### src/rtl/core/ipf_pkg.sv
package ipf_pkg;

  localparam int MAX_FIELD_WIDTH = 63;
  localparam int MAX_PRECISION   = 40;
  localparam int DIGIT_SLOTS     = 22;

  localparam int NUM_W = 64;
  localparam int LEN_W = 7;
  localparam int CNT_W = $clog2(DIGIT_SLOTS + 1);
  localparam int IDX_W = $clog2(DIGIT_SLOTS);
  localparam int BIT_W = $clog2(NUM_W);

  typedef enum logic [1:0] {
    OP_SDEC = 2'd0,
    OP_UDEC = 2'd1,
    OP_OCT  = 2'd2,
    OP_HEX  = 2'd3
  } op_t;

  typedef logic [3:0] digit_t;
  typedef logic [7:0] char_t;

  localparam char_t CH_NUL   = 8'h00;
  localparam char_t CH_SPACE = 8'h20;
  localparam char_t CH_PLUS  = 8'h2B;
  localparam char_t CH_MINUS = 8'h2D;
  localparam char_t CH_ZERO  = 8'h30;
  localparam char_t CH_A_UP  = 8'h41;
  localparam char_t CH_X_UP  = 8'h58;
  localparam char_t CH_A_LO  = 8'h61;
  localparam char_t CH_X_LO  = 8'h78;

  typedef struct packed {
    logic             start;
    op_t              op;
    logic [NUM_W-1:0] mag;
  } dig_ctrl_t;

  typedef struct packed {
    logic             done;
    logic [CNT_W-1:0] count;
  } dig_stat_t;

  // Region ends, in character positions, of each part of the field
  typedef struct packed {
    logic [LEN_W-1:0] b_lead;
    logic [LEN_W-1:0] b_sign;
    logic [LEN_W-1:0] b_prefix;
    logic [LEN_W-1:0] b_zeros;
    logic [LEN_W-1:0] b_digits;
    logic [LEN_W-1:0] n_chars;
    char_t            sign_char;
    logic             upper;
  } lay_t;

  function automatic char_t digit_char(input digit_t d, input logic upper);
    char_t c;
    if (d < 4'd10) begin
      c = CH_ZERO + {4'b0, d};
    end else begin
      c = (upper ? CH_A_UP : CH_A_LO) + {4'b0, d} - 8'd10;
    end
    return c;
  endfunction

endpackage

### src/rtl/core/ipf_digit_unit.sv
module ipf_digit_unit (
  input  logic                              clk,
  input  logic                              rst_n,
  input  ipf_pkg::dig_ctrl_t                ctrl,
  input  logic [ipf_pkg::IDX_W-1:0]         rd_idx,
  output ipf_pkg::digit_t                   rd_digit,
  output ipf_pkg::dig_stat_t                stat
);

  localparam int OCT_W = 3 * ipf_pkg::DIGIT_SLOTS;
  localparam int HEX_W = 4 * ipf_pkg::DIGIT_SLOTS;

  typedef enum logic [1:0] {
    D_IDLE,
    D_DABBLE,
    D_SCAN
  } dstate_t;

  dstate_t                         state_r, state_nxt;
  logic [ipf_pkg::NUM_W-1:0]       shift_r, shift_nxt;
  logic [ipf_pkg::BIT_W-1:0]       bit_r, bit_nxt;
  logic [ipf_pkg::CNT_W-1:0]       cnt_r, cnt_nxt;
  ipf_pkg::digit_t                 dig_r   [ipf_pkg::DIGIT_SLOTS];
  ipf_pkg::digit_t                 dig_nxt [ipf_pkg::DIGIT_SLOTS];
  ipf_pkg::digit_t                 adj     [ipf_pkg::DIGIT_SLOTS];
  logic [ipf_pkg::DIGIT_SLOTS:0]   carry;
  logic [OCT_W-1:0]                oct_ext;
  logic [HEX_W-1:0]                hex_ext;
  logic [ipf_pkg::CNT_W-1:0]       cnt_m1;
  logic                            scan_step;

  assign oct_ext = OCT_W'(ctrl.mag);
  assign hex_ext = HEX_W'(ctrl.mag);

  // Shift-and-add-3 lanes, one per decimal digit
  always_comb begin
    carry[0] = shift_r[ipf_pkg::NUM_W-1];
    for (int i = 0; i < ipf_pkg::DIGIT_SLOTS; i++) begin
      adj[i]       = (dig_r[i] >= 4'd5) ? dig_r[i] + 4'd3 : dig_r[i];
      carry[i + 1] = adj[i][3];
    end
  end

  assign cnt_m1    = cnt_r - 1'b1;
  assign scan_step = (cnt_r > ipf_pkg::CNT_W'(1)) &&
                     (dig_r[cnt_m1[ipf_pkg::IDX_W-1:0]] == 4'd0);

  assign stat.done  = (state_r == D_SCAN) && !scan_step;
  assign stat.count = cnt_r;

  assign rd_digit = ({1'b0, rd_idx} < (ipf_pkg::IDX_W + 1)'(ipf_pkg::DIGIT_SLOTS)) ?
                    dig_r[rd_idx] : 4'd0;

  always_comb begin
    state_nxt = state_r;
    shift_nxt = shift_r;
    bit_nxt   = bit_r;
    cnt_nxt   = cnt_r;
    dig_nxt   = dig_r;
    case (state_r)
      D_IDLE: begin
        if (ctrl.start) begin
          case (ctrl.op)
            ipf_pkg::OP_OCT: begin
              for (int i = 0; i < ipf_pkg::DIGIT_SLOTS; i++) begin
                dig_nxt[i] = {1'b0, oct_ext[3*i +: 3]};
              end
              cnt_nxt   = ipf_pkg::CNT_W'(ipf_pkg::DIGIT_SLOTS);
              state_nxt = D_SCAN;
            end
            ipf_pkg::OP_HEX: begin
              for (int i = 0; i < ipf_pkg::DIGIT_SLOTS; i++) begin
                dig_nxt[i] = hex_ext[4*i +: 4];
              end
              cnt_nxt   = ipf_pkg::CNT_W'(ipf_pkg::DIGIT_SLOTS);
              state_nxt = D_SCAN;
            end
            default: begin
              for (int i = 0; i < ipf_pkg::DIGIT_SLOTS; i++) begin
                dig_nxt[i] = 4'd0;
              end
              shift_nxt = ctrl.mag;
              bit_nxt   = '0;
              state_nxt = D_DABBLE;
            end
          endcase
        end
      end
      D_DABBLE: begin
        for (int i = 0; i < ipf_pkg::DIGIT_SLOTS; i++) begin
          dig_nxt[i] = {adj[i][2:0], carry[i]};
        end
        shift_nxt = shift_r << 1;
        bit_nxt   = bit_r + 1'b1;
        if (bit_r == ipf_pkg::BIT_W'(ipf_pkg::NUM_W - 1)) begin
          cnt_nxt   = ipf_pkg::CNT_W'(ipf_pkg::DIGIT_SLOTS);
          state_nxt = D_SCAN;
        end
      end
      D_SCAN: begin
        // walk down past leading zero digits, keeping at least one
        if (scan_step) begin
          cnt_nxt = cnt_m1;
        end else begin
          state_nxt = D_IDLE;
        end
      end
      default: begin
        state_nxt = D_IDLE;
      end
    endcase
  end

  always_ff @(posedge clk) begin
    if (!rst_n) begin
      state_r <= D_IDLE;
      bit_r   <= '0;
      cnt_r   <= '0;
    end else begin
      state_r <= state_nxt;
      bit_r   <= bit_nxt;
      cnt_r   <= cnt_nxt;
    end
    shift_r <= shift_nxt;
    dig_r   <= dig_nxt;
  end

endmodule

### src/rtl/core/ipf_emit.sv
module ipf_emit (
  input  logic                       clk,
  input  logic                       rst_n,
  input  logic                       load,
  input  ipf_pkg::lay_t              lay,
  output logic                       busy,
  output logic [ipf_pkg::IDX_W-1:0]  rd_idx,
  input  ipf_pkg::digit_t            rd_digit,
  output logic                       out_valid,
  input  logic                       out_ready,
  output ipf_pkg::char_t             out_character,
  output logic                       out_char_valid,
  output logic                       out_last_char
);

  logic                        busy_r, busy_nxt;
  logic [ipf_pkg::LEN_W-1:0]   pos_r, pos_nxt;
  ipf_pkg::lay_t               lay_r, lay_nxt;
  logic                        oval_r, oval_nxt;
  ipf_pkg::char_t              char_r, char_nxt;
  logic                        cval_r, cval_nxt;
  logic                        last_r, last_nxt;

  logic                        slot_free;
  logic                        empty;
  logic                        is_last;
  logic [ipf_pkg::LEN_W-1:0]   didx;
  ipf_pkg::char_t              ch;

  assign slot_free = !oval_r || out_ready;
  assign empty     = (lay_r.n_chars == '0);
  assign is_last   = empty || (pos_r == lay_r.n_chars - 1'b1);
  assign didx      = lay_r.b_digits - 1'b1 - pos_r;
  assign rd_idx    = didx[ipf_pkg::IDX_W-1:0];

  always_comb begin
    if (pos_r < lay_r.b_lead) begin
      ch = ipf_pkg::CH_SPACE;
    end else if (pos_r < lay_r.b_sign) begin
      ch = lay_r.sign_char;
    end else if (pos_r < lay_r.b_prefix) begin
      if (pos_r == lay_r.b_sign) begin
        ch = ipf_pkg::CH_ZERO;
      end else begin
        ch = lay_r.upper ? ipf_pkg::CH_X_UP : ipf_pkg::CH_X_LO;
      end
    end else if (pos_r < lay_r.b_zeros) begin
      ch = ipf_pkg::CH_ZERO;
    end else if (pos_r < lay_r.b_digits) begin
      ch = ipf_pkg::digit_char(rd_digit, lay_r.upper);
    end else begin
      ch = ipf_pkg::CH_SPACE;
    end
  end

  always_comb begin
    busy_nxt = busy_r;
    pos_nxt  = pos_r;
    lay_nxt  = lay_r;
    oval_nxt = oval_r;
    char_nxt = char_r;
    cval_nxt = cval_r;
    last_nxt = last_r;
    if (oval_r && out_ready) begin
      oval_nxt = 1'b0;
    end
    if (busy_r && slot_free) begin
      oval_nxt = 1'b1;
      char_nxt = empty ? ipf_pkg::CH_NUL : ch;
      cval_nxt = !empty;
      last_nxt = is_last;
      pos_nxt  = pos_r + 1'b1;
      if (is_last) begin
        busy_nxt = 1'b0;
      end
    end
    if (load) begin
      busy_nxt = 1'b1;
      pos_nxt  = '0;
      lay_nxt  = lay;
    end
  end

  always_ff @(posedge clk) begin
    if (!rst_n) begin
      busy_r <= 1'b0;
      oval_r <= 1'b0;
      pos_r  <= '0;
    end else begin
      busy_r <= busy_nxt;
      oval_r <= oval_nxt;
      pos_r  <= pos_nxt;
    end
    lay_r  <= lay_nxt;
    char_r <= char_nxt;
    cval_r <= cval_nxt;
    last_r <= last_nxt;
  end

  assign busy           = busy_r;
  assign out_valid      = oval_r;
  assign out_character  = char_r;
  assign out_char_valid = cval_r;
  assign out_last_char  = last_r;

endmodule

### src/rtl/core/integer_printf_formatter_unit.sv
// Integer printf conversion (d, u, o, x/X) to an ASCII character stream.
// Input channel (in_valid/in_ready): one transaction carries the value, the
// conversion kind, the flags, field width and precision. in_ready is high only
// while the unit is idle; one item is worked on at a time.
// Result channel (out_valid/out_ready): one transaction per character, with
// out_last_char on the final one. A conversion that gives no characters
// yields a single transaction with out_char_valid low and out_last_char high.
// Per item: decimal kinds run a shift-and-add-3 unit on the 64-bit magnitude;
// octal and hex load their digits at the accepting edge. A leading-zero scan
// then follows, the layout being set in its last cycle, and the text streams
// out at one character per cycle while the receiver keeps up (up to 63 chars).
// A stalled receiver holds the character in the output register; emission
// waits and nothing is lost. in_ready returns once the emitter's busy flag has
// cleared after the last character enters the output register and the
// control state is back to idle, so the next item overlaps its draining.
// Reset (rst_n, synchronous, active low) returns the unit to idle and drops
// any character not yet taken.
module integer_printf_formatter_unit (
  input  logic                             clk,
  input  logic                             rst_n,
  input  logic                             in_valid,
  output logic                             in_ready,
  input  logic [1:0]                       in_operation,
  input  logic [ipf_pkg::NUM_W-1:0]        in_number,
  input  logic                             in_left_justify,
  input  logic                             in_force_plus,
  input  logic                             in_space_sign,
  input  logic                             in_alternate_form,
  input  logic                             in_zero_pad,
  input  logic                             in_uppercase,
  input  logic [5:0]                       in_field_width,
  input  logic [5:0]                       in_digit_precision,
  input  logic                             in_precision_given,
  output logic                             out_valid,
  input  logic                             out_ready,
  output logic [7:0]                       out_character,
  output logic                             out_char_valid,
  output logic                             out_last_char
);

  localparam int LW = ipf_pkg::LEN_W;

  typedef enum logic [1:0] {
    T_IDLE,
    T_CONV,
    T_EMIT
  } tstate_t;

  tstate_t            state_r, state_nxt;
  ipf_pkg::op_t       op_r;
  logic               left_r, plus_r, space_r, alt_r, zero_r, upper_r, pgiven_r;
  logic               neg_r, magzero_r;
  logic [LW-1:0]      width_r, prec_r;

  logic               accept;
  logic               neg_in;
  ipf_pkg::dig_ctrl_t dctrl;
  ipf_pkg::dig_stat_t dstat;
  ipf_pkg::lay_t      lay;
  logic               load;
  logic               emit_busy;
  logic [ipf_pkg::IDX_W-1:0] rd_idx;
  ipf_pkg::digit_t    rd_digit;

  logic [LW-1:0]      w_in, p_in;
  logic [LW-1:0]      dcnt, zeros, plen, slen, total, pad, lead, zfill;
  logic               zf;
  ipf_pkg::char_t     sign_char;

  assign in_ready = (state_r == T_IDLE);
  assign accept   = in_valid && in_ready;
  assign neg_in   = (ipf_pkg::op_t'(in_operation) == ipf_pkg::OP_SDEC) &&
                    in_number[ipf_pkg::NUM_W-1];

  assign dctrl.start = accept;
  assign dctrl.op    = ipf_pkg::op_t'(in_operation);
  assign dctrl.mag   = neg_in ? (~in_number + 1'b1) : in_number;

  assign w_in = LW'(in_field_width);
  assign p_in = LW'(in_digit_precision);

  // field layout, worked out once the digit count is known
  always_comb begin
    if (op_r == ipf_pkg::OP_SDEC) begin
      if (neg_r) begin
        sign_char = ipf_pkg::CH_MINUS;
      end else if (plus_r) begin
        sign_char = ipf_pkg::CH_PLUS;
      end else if (space_r) begin
        sign_char = ipf_pkg::CH_SPACE;
      end else begin
        sign_char = ipf_pkg::CH_NUL;
      end
    end else begin
      sign_char = ipf_pkg::CH_NUL;
    end
    slen = (sign_char != ipf_pkg::CH_NUL) ? LW'(1) : LW'(0);
    if (alt_r && !magzero_r && op_r == ipf_pkg::OP_HEX) begin
      plen = LW'(2);
    end else if (alt_r && !magzero_r && op_r == ipf_pkg::OP_OCT) begin
      plen = LW'(1);
    end else begin
      plen = LW'(0);
    end
    dcnt  = (pgiven_r && prec_r == '0 && magzero_r) ? LW'(0) : LW'(dstat.count);
    zeros = (pgiven_r && prec_r > dcnt) ? prec_r - dcnt : LW'(0);
    total = dcnt + zeros + plen + slen;
    pad   = (width_r > total) ? width_r - total : LW'(0);
    zf    = !left_r && zero_r && !pgiven_r;
    lead  = (!left_r && !zf) ? pad : LW'(0);
    zfill = zf ? pad : LW'(0);

    lay.b_lead    = lead;
    lay.b_sign    = lead + slen;
    lay.b_prefix  = lead + slen + plen;
    lay.b_zeros   = lead + slen + plen + zfill + zeros;
    lay.b_digits  = lead + slen + plen + zfill + zeros + dcnt;
    lay.n_chars   = total + pad;
    lay.sign_char = sign_char;
    lay.upper     = upper_r;
  end

  assign load = (state_r == T_CONV) && dstat.done;

  always_comb begin
    state_nxt = state_r;
    case (state_r)
      T_IDLE: begin
        if (accept) begin
          state_nxt = T_CONV;
        end
      end
      T_CONV: begin
        if (dstat.done) begin
          state_nxt = T_EMIT;
        end
      end
      T_EMIT: begin
        if (!emit_busy) begin
          state_nxt = T_IDLE;
        end
      end
      default: begin
        state_nxt = T_IDLE;
      end
    endcase
  end

  always_ff @(posedge clk) begin
    if (!rst_n) begin
      state_r <= T_IDLE;
    end else begin
      state_r <= state_nxt;
    end
    if (accept) begin
      op_r      <= ipf_pkg::op_t'(in_operation);
      left_r    <= in_left_justify;
      plus_r    <= in_force_plus;
      space_r   <= in_space_sign;
      alt_r     <= in_alternate_form;
      zero_r    <= in_zero_pad;
      upper_r   <= in_uppercase;
      pgiven_r  <= in_precision_given;
      neg_r     <= neg_in;
      magzero_r <= (in_number == '0);
      width_r   <= (w_in > LW'(ipf_pkg::MAX_FIELD_WIDTH)) ?
                   LW'(ipf_pkg::MAX_FIELD_WIDTH) : w_in;
      prec_r    <= (p_in > LW'(ipf_pkg::MAX_PRECISION)) ?
                   LW'(ipf_pkg::MAX_PRECISION) : p_in;
    end
  end

  ipf_digit_unit u_digit (
    .clk      (clk),
    .rst_n    (rst_n),
    .ctrl     (dctrl),
    .rd_idx   (rd_idx),
    .rd_digit (rd_digit),
    .stat     (dstat)
  );

  ipf_emit u_emit (
    .clk            (clk),
    .rst_n          (rst_n),
    .load           (load),
    .lay            (lay),
    .busy           (emit_busy),
    .rd_idx         (rd_idx),
    .rd_digit       (rd_digit),
    .out_valid      (out_valid),
    .out_ready      (out_ready),
    .out_character  (out_character),
    .out_char_valid (out_char_valid),
    .out_last_char  (out_last_char)
  );

endmodule
### config.mk
export PLATFORM = sky130hd
export DESIGN_NAME = integer_printf_formatter_unit
export DESIGN_NICKNAME = d
export VERILOG_FILES = /design/src/rtl/core/ipf_pkg.sv /design/src/rtl/core/ipf_digit_unit.sv /design/src/rtl/core/ipf_emit.sv /design/src/rtl/core/integer_printf_formatter_unit.sv
export SDC_FILE = /design/constraint.sdc
export NUM_CORES = 1
export LEC_CHECK = 0
export BUFFER_PORTS_ARGS = -buffer_cell sky130_fd_sc_hd__buf_4
export CORE_ASPECT_RATIO = 0.75
export CORE_MARGIN = 5
export CORE_UTILIZATION = 55
export CTS_CLUSTER_DIAMETER = 120
export CTS_CLUSTER_SIZE = 30
export DETAILED_ROUTE_END_ITERATION = 10
export GPL_TIMING_DRIVEN = 0
export PLACE_DENSITY = 0.73
export SLEW_MARGIN = 20
export SYNTH_ARGS = -nofsm -noshare
export SYNTH_HDL_FRONTEND = slang
export SYNTH_SLANG_ARGS = --single-unit
### constraint.sdc
create_clock -name clk -period 17.64 [get_ports clk]
set_clock_uncertainty 0.1 [all_clocks]
set_input_delay 0.882 -clock clk [delete_from_list [all_inputs] [get_ports clk]]
set_output_delay 0.882 -clock clk [all_outputs]
set_load 0.02 [all_outputs]
* Yosys cells after proc, flatten, opt, wreduce, memory -nomap -nowiden
Index checks and enable logic that the tools add are counted.
** Operators by class
- Order comparisons :: 36
- Reductions and logical operators :: 48
- Bitwise logic cells :: 4
- Add/sub/neg operators :: 43
- Equality and inequality tests :: 20
- Mux-type cells :: 79
** Operators with widths (count)
- $pmux W88 S2 :: 2
- $mux W64 :: 3
- $pmux W64 S2 :: 1
- $mux W4 :: 26
- $ge A4 B3 Y1 const B :: 22
- $mux W88 :: 1
- $add A4 B2 Y4 const B :: 21
- $add A64 B1 Y64 const B :: 1
- $logic_not A64 Y1 :: 1
- $not A64 Y64 :: 1
- $mux W8 :: 7
- $mux W6 :: 8
- $bmux W4 S5 :: 2
- $add A7 B7 Y7 :: 5
- $lt A7 B7 Y1 :: 5
- $mux W7 :: 4
- $mux W5 :: 5
- $logic_and A1 B1 Y1 :: 16
- $mux W2 :: 8
- $pmux W5 S3 :: 1
- $add A7 B1 Y7 :: 2
- $eq A7 B7 Y1 :: 2
- $logic_not A7 Y1 :: 2
- $eq A2 B2 Y1 const B :: 6
- other kinds (41) :: 78
** Storage, ports and cells
- Register bits after elaboration :: 262
- Input port bits :: 89
- Logic and storage cells :: 286

* Logic depth before layout (Yosys ltp)
- Depth in word-level cells :: 18
- Mapped depth :: 45
- Depth with buffers taken out :: 45

* Cells and area by module
A second synthesis with hierarchy kept.
** Second synthesis, totals
- Cell total of the unflattened synthesis :: 1919
- Area total of the unflattened synthesis :: 18547.8 um^2
** Modules (own cells, without submodules)
- ipf_digit_unit :: area an instance 10477.5 um^2, cells each 1069, instances 1
- integer_printf_formatter_unit :: area an instance 4493.1 um^2, cells each 558, instances 1
- ipf_emit :: area an instance 3577.2 um^2, cells each 292, instances 1

* Least setup slack after synthesis
No wires, ideal clock.
- Path kind :: register to register
- Start point :: register prec_r[5]
- End point :: register u_emit.lay_r[22] in the netlist's numbering (data pin)
- Data required time :: 17279 ps
- Library setup time :: 261 ps
- Stages on the path, launching flop included :: 42
- Data arrival time :: 8316 ps
- Slack :: 8963 ps
- Clock period less this slack :: 8677 ps
- Cells stage by stage :: edfxtp_1 -> nor4b_1 -> nand2_1 -> nand2_1 -> ha_1 -> nand3b_1 -> nand2_1 -> a21o_1 -> a21o_1 -> o211ai_1 -> nor2_1 -> fa_1 -> ha_1 -> fa_1 -> a21oi_1 -> nor2_1 -> nor2_1 -> xnor2_1 -> (+6 left out) -> nand2_1 -> nor3_1 -> ha_1 -> ha_1 -> inv_1 -> fa_1 -> fa_1 -> inv_1 -> ha_1 -> fa_1 -> xor2_1 -> ha_1 -> inv_1 -> nor2_1 -> nor2_1 -> nor2b_1 -> o21ai_0 -> xnor2_1
** RTL lines
- start, declared :: RTL line integer_printf_formatter_unit.sv:53 : logic [LW-1:0] width_r, prec_r;
- start signal, assigned :: RTL line integer_printf_formatter_unit.sv:168 : prec_r <= (p_in > LW'(ipf_pkg::MAX_PRECISION)) ?
- end signal, assigned :: RTL line ipf_emit.sv:94 : lay_r <= lay_nxt;
- end, declared :: RTL line ipf_emit.sv:18 : ipf_pkg::lay_t lay_r, lay_nxt;

==> reports/qor.yml <==
clock_network:
  cts_hold_buf: 0
  numCtsBuffers: 12
  cts_sinks: 255
  cts.path.max_buffers: 3
  clk_latency_ns: 0.51
  root_buffer: "clkbuf_16"
  cts-resized-gates: 0
  post_cts_buffers: 0
  cts_max_level: 1
  clkTransAtPathRegs_ns: 0.12
  cts_tree: "yes"
global_route:
  met3_usage: 0.0606
  grt_use_total: 0.284
  grt_max_degree: 47
  met2_usage: 0.399
  grtUsageMet1: 0.448
  grt_first_pass_wirelength_um: 82100
  antenna_found_initial: 0
  grt_overflow: 0
  grt_pass1_vias: 14300
  busiest_layer: "met1"
placement:
  gp_congestion: 0.920
  dpl_cell_area_sq_mm: 0.0195
  dp_hpwl_um: 40900
  io_buffers: 91
hold_path:
  holdPathStages: 0
  hold_class: "flop to flop"
synth:
  syn_nets: 2079
  syn_avg_cell_area_sq_um: 9.80
  synthTopCellsByArea: "edfxtp_1, ha_1, xnor2_1"
  synth-edff-count: 231
  netlist_area_sq_mm: 0.0181
  synth_cells: 1845
  ys_types: 81
  synth_top_cells_by_count: "edfxtp_1, nand2_1, a21oi_1"
  synth.top_cell.area_share: 0.384
  ys.flop_type: "edfxtp_1"
  yosysMostFrequentCell: "edfxtp_1"
  post-synth-top-area-cell: "edfxtp_1"
  synthArstFlopShare: 0
  ys_warn_count: 0
  yosys_register_bits: 255
  ys_seq_area_frac: 0.410
worst_setup_path:
  cp-endpoint: "u_emit.lay_r[22]"
  r2r_start: "u_digit.cnt_r[0]"
  worst-endpoint-arrival_ns: 10.76
  crit_fanout: 10
  cp-start-kind: "flop"
  cp-end-kind: "flop"
  slowest_stage: "a21oi_1"
  reg2regPathDepth: 39
  crit_start: "u_digit.cnt_r[0]"
  reg2reg_slack_ns: 7.03
  rr_endpoint: "u_emit.lay_r[22]"
  worstPathRequired_ns: 17.79
  critical_path_class: "flop to flop"
  cpPeakStageDelay_ns: 0.56
drt:
  drtIter0Drc: 1870
  drc: 0
  drtPass1Iterations: 7
  ant_nets: 0
  viasPerCell: 6.29
  drt-total-wl_um: 53100
  vias: 15100
  wire_per_inst_um: 22.1
layout:
  diodes: 0
  final_area_sq_mm: 0.0198
  syn_to_final_growth_pct: 9.69
  drive_gt1_frac: 0.0918
  fin_nets: 2189
  fill_cells: 2743
sta:
  tns_ns: 0
  slew_violations: 0
  fmax_mhz: 94.2
  relSlewSlack: 0.192
  post-route-min-period_ns: 10.61
  setup_viol: 0
  post-route-period-util: 0.602
  rsz0062_at_grt: "false"
  hold_viol_final: 0
  worst_pin_slew_ns: 1.18
run_status:
  run_status: "finished clean"
flow_run:
  cap_violations: 0
power_and_ir_drop:
  leakagePower_nw: 7.59
  power_density_mw_per_mm2: 162
  peakVddDrop_uv: 95.6
die:
  die_w_um: 219
  row_count: 57
  die_area_sq_mm: 0.0366
  io_pins: 101
  core_area_sq_mm: 0.0324
  die_h_um: 167
  start_util: 0.557
[per-stage QoR]
step / power (W) / setup slack, ns / hold WS (ns) / util / cells
after floorplan: 0.00229 / 8.96 / 0.300 / - / 1845
after global placement: 0.00276 / 7.36 / 0.307 / 0.595 / 2378
after detailed placement: 0.00282 / 7.24 / 0.307 / 0.600 / 2383
after CTS: 0.00317 / 7.21 / 0.335 / 0.611 / 2403
after global routing: 0.00342 / 6.24 / 0.362 / 0.611 / 2403
final: 0.00321 / 7.03 / 0.333 / 0.611 / 2403
[flip-flops by register name (all words and copies together) (netlist names), 2 cells and up]
register,cells
u_emit.out_character,7
u_emit.lay_r,47
u_digit.cnt_r,5
u_digit.dig_r,88
u_digit.state_r,2
state_r,2
u_digit.bit_r,6
width_r,6
op_r,2
u_emit.pos_r,7
u_digit.shift_r,64
prec_r,6
[cells in the final DEF (no fill, tap or decap), types with 15 or more instances in the layout]
cell and instances:
nor3_1 37, ha_1 129, nor2b_1 16, mux4_2 20, o31ai_1 15, a21o_1 18, nor4_1 30, mux2i_1 50
edfxtp_1 231, nor3b_1 32, xor2_1 55, nand2_1 182, xnor2_1 100, dfxtp_1 24, inv_1 138, buf_4 92
nor2_1 124, clkbuf_1 63, fa_1 16, o21ai_0 124, nand3_1 24, a21oi_1 143, nand2b_1 36, o22ai_1 55
[cells by family after synthesis]
family / after synthesis / share of synthesized area
DFF: 255 / 0.410
adders and majority gates: 145 / 0.107
xor gates and xnor gates: 157 / 0.0772
other: 1 / 0.000207
buffers and inverters: 216 / 0.0457
and+or+nand+nor: 550 / 0.153
AOI/OAI and AO/OA: 440 / 0.147
muxes: 81 / 0.0596
[area by class of cell]
class,instances,area [sq um],area share
Multi-Input combinational cell,1374,9850,0.497
Sequential cell,255,7420,0.374
Timing Repair Buffer,96,821,0.0414
Tap cell,442,553,0.0279
Inverter,142,536,0.0270
Clock buffer,19,348,0.0175
Buffer,74,294,0.0148
Clock inverter,1,16.3,0.000820
[layer usage]
metal	wire length [um]	share of wire	vias up
li1	-	-	6911
met1	24000	0.45	7333
met2	21800	0.41	793
met3	6030	0.11	81
met4	1220	0.023	0
met5	0	0	-
[where the power goes]
part	leakage (nW)	internal, W	switching (W)
Sequential	2.37	0.000928	0.000160
Clock	0.175	0.000141	0.000202
Combinational	5.04	0.000683	0.00110
[worst min path at each step]
stage,start,endpoint
after floorplan,upper_r,u_emit.lay_r[0]
after global placement,upper_r,u_emit.lay_r[0]
after detailed placement,upper_r,u_emit.lay_r[0]
after CTS,upper_r,u_emit.lay_r[0]
after global routing,upper_r,u_emit.lay_r[0]
final,upper_r,u_emit.lay_r[0]
[critical path, delay by kind of cell, from the launching register on]
family,cells,cell delay (ns)
buf+inv,4,0.92
flops,1,0.35
compound gates,11,2.48
xor+xnor,7,1.78
fa+ha+maj,8,2.81
simple gates,9,1.88
No activity file was read; power rests on OpenSTA's default activity.
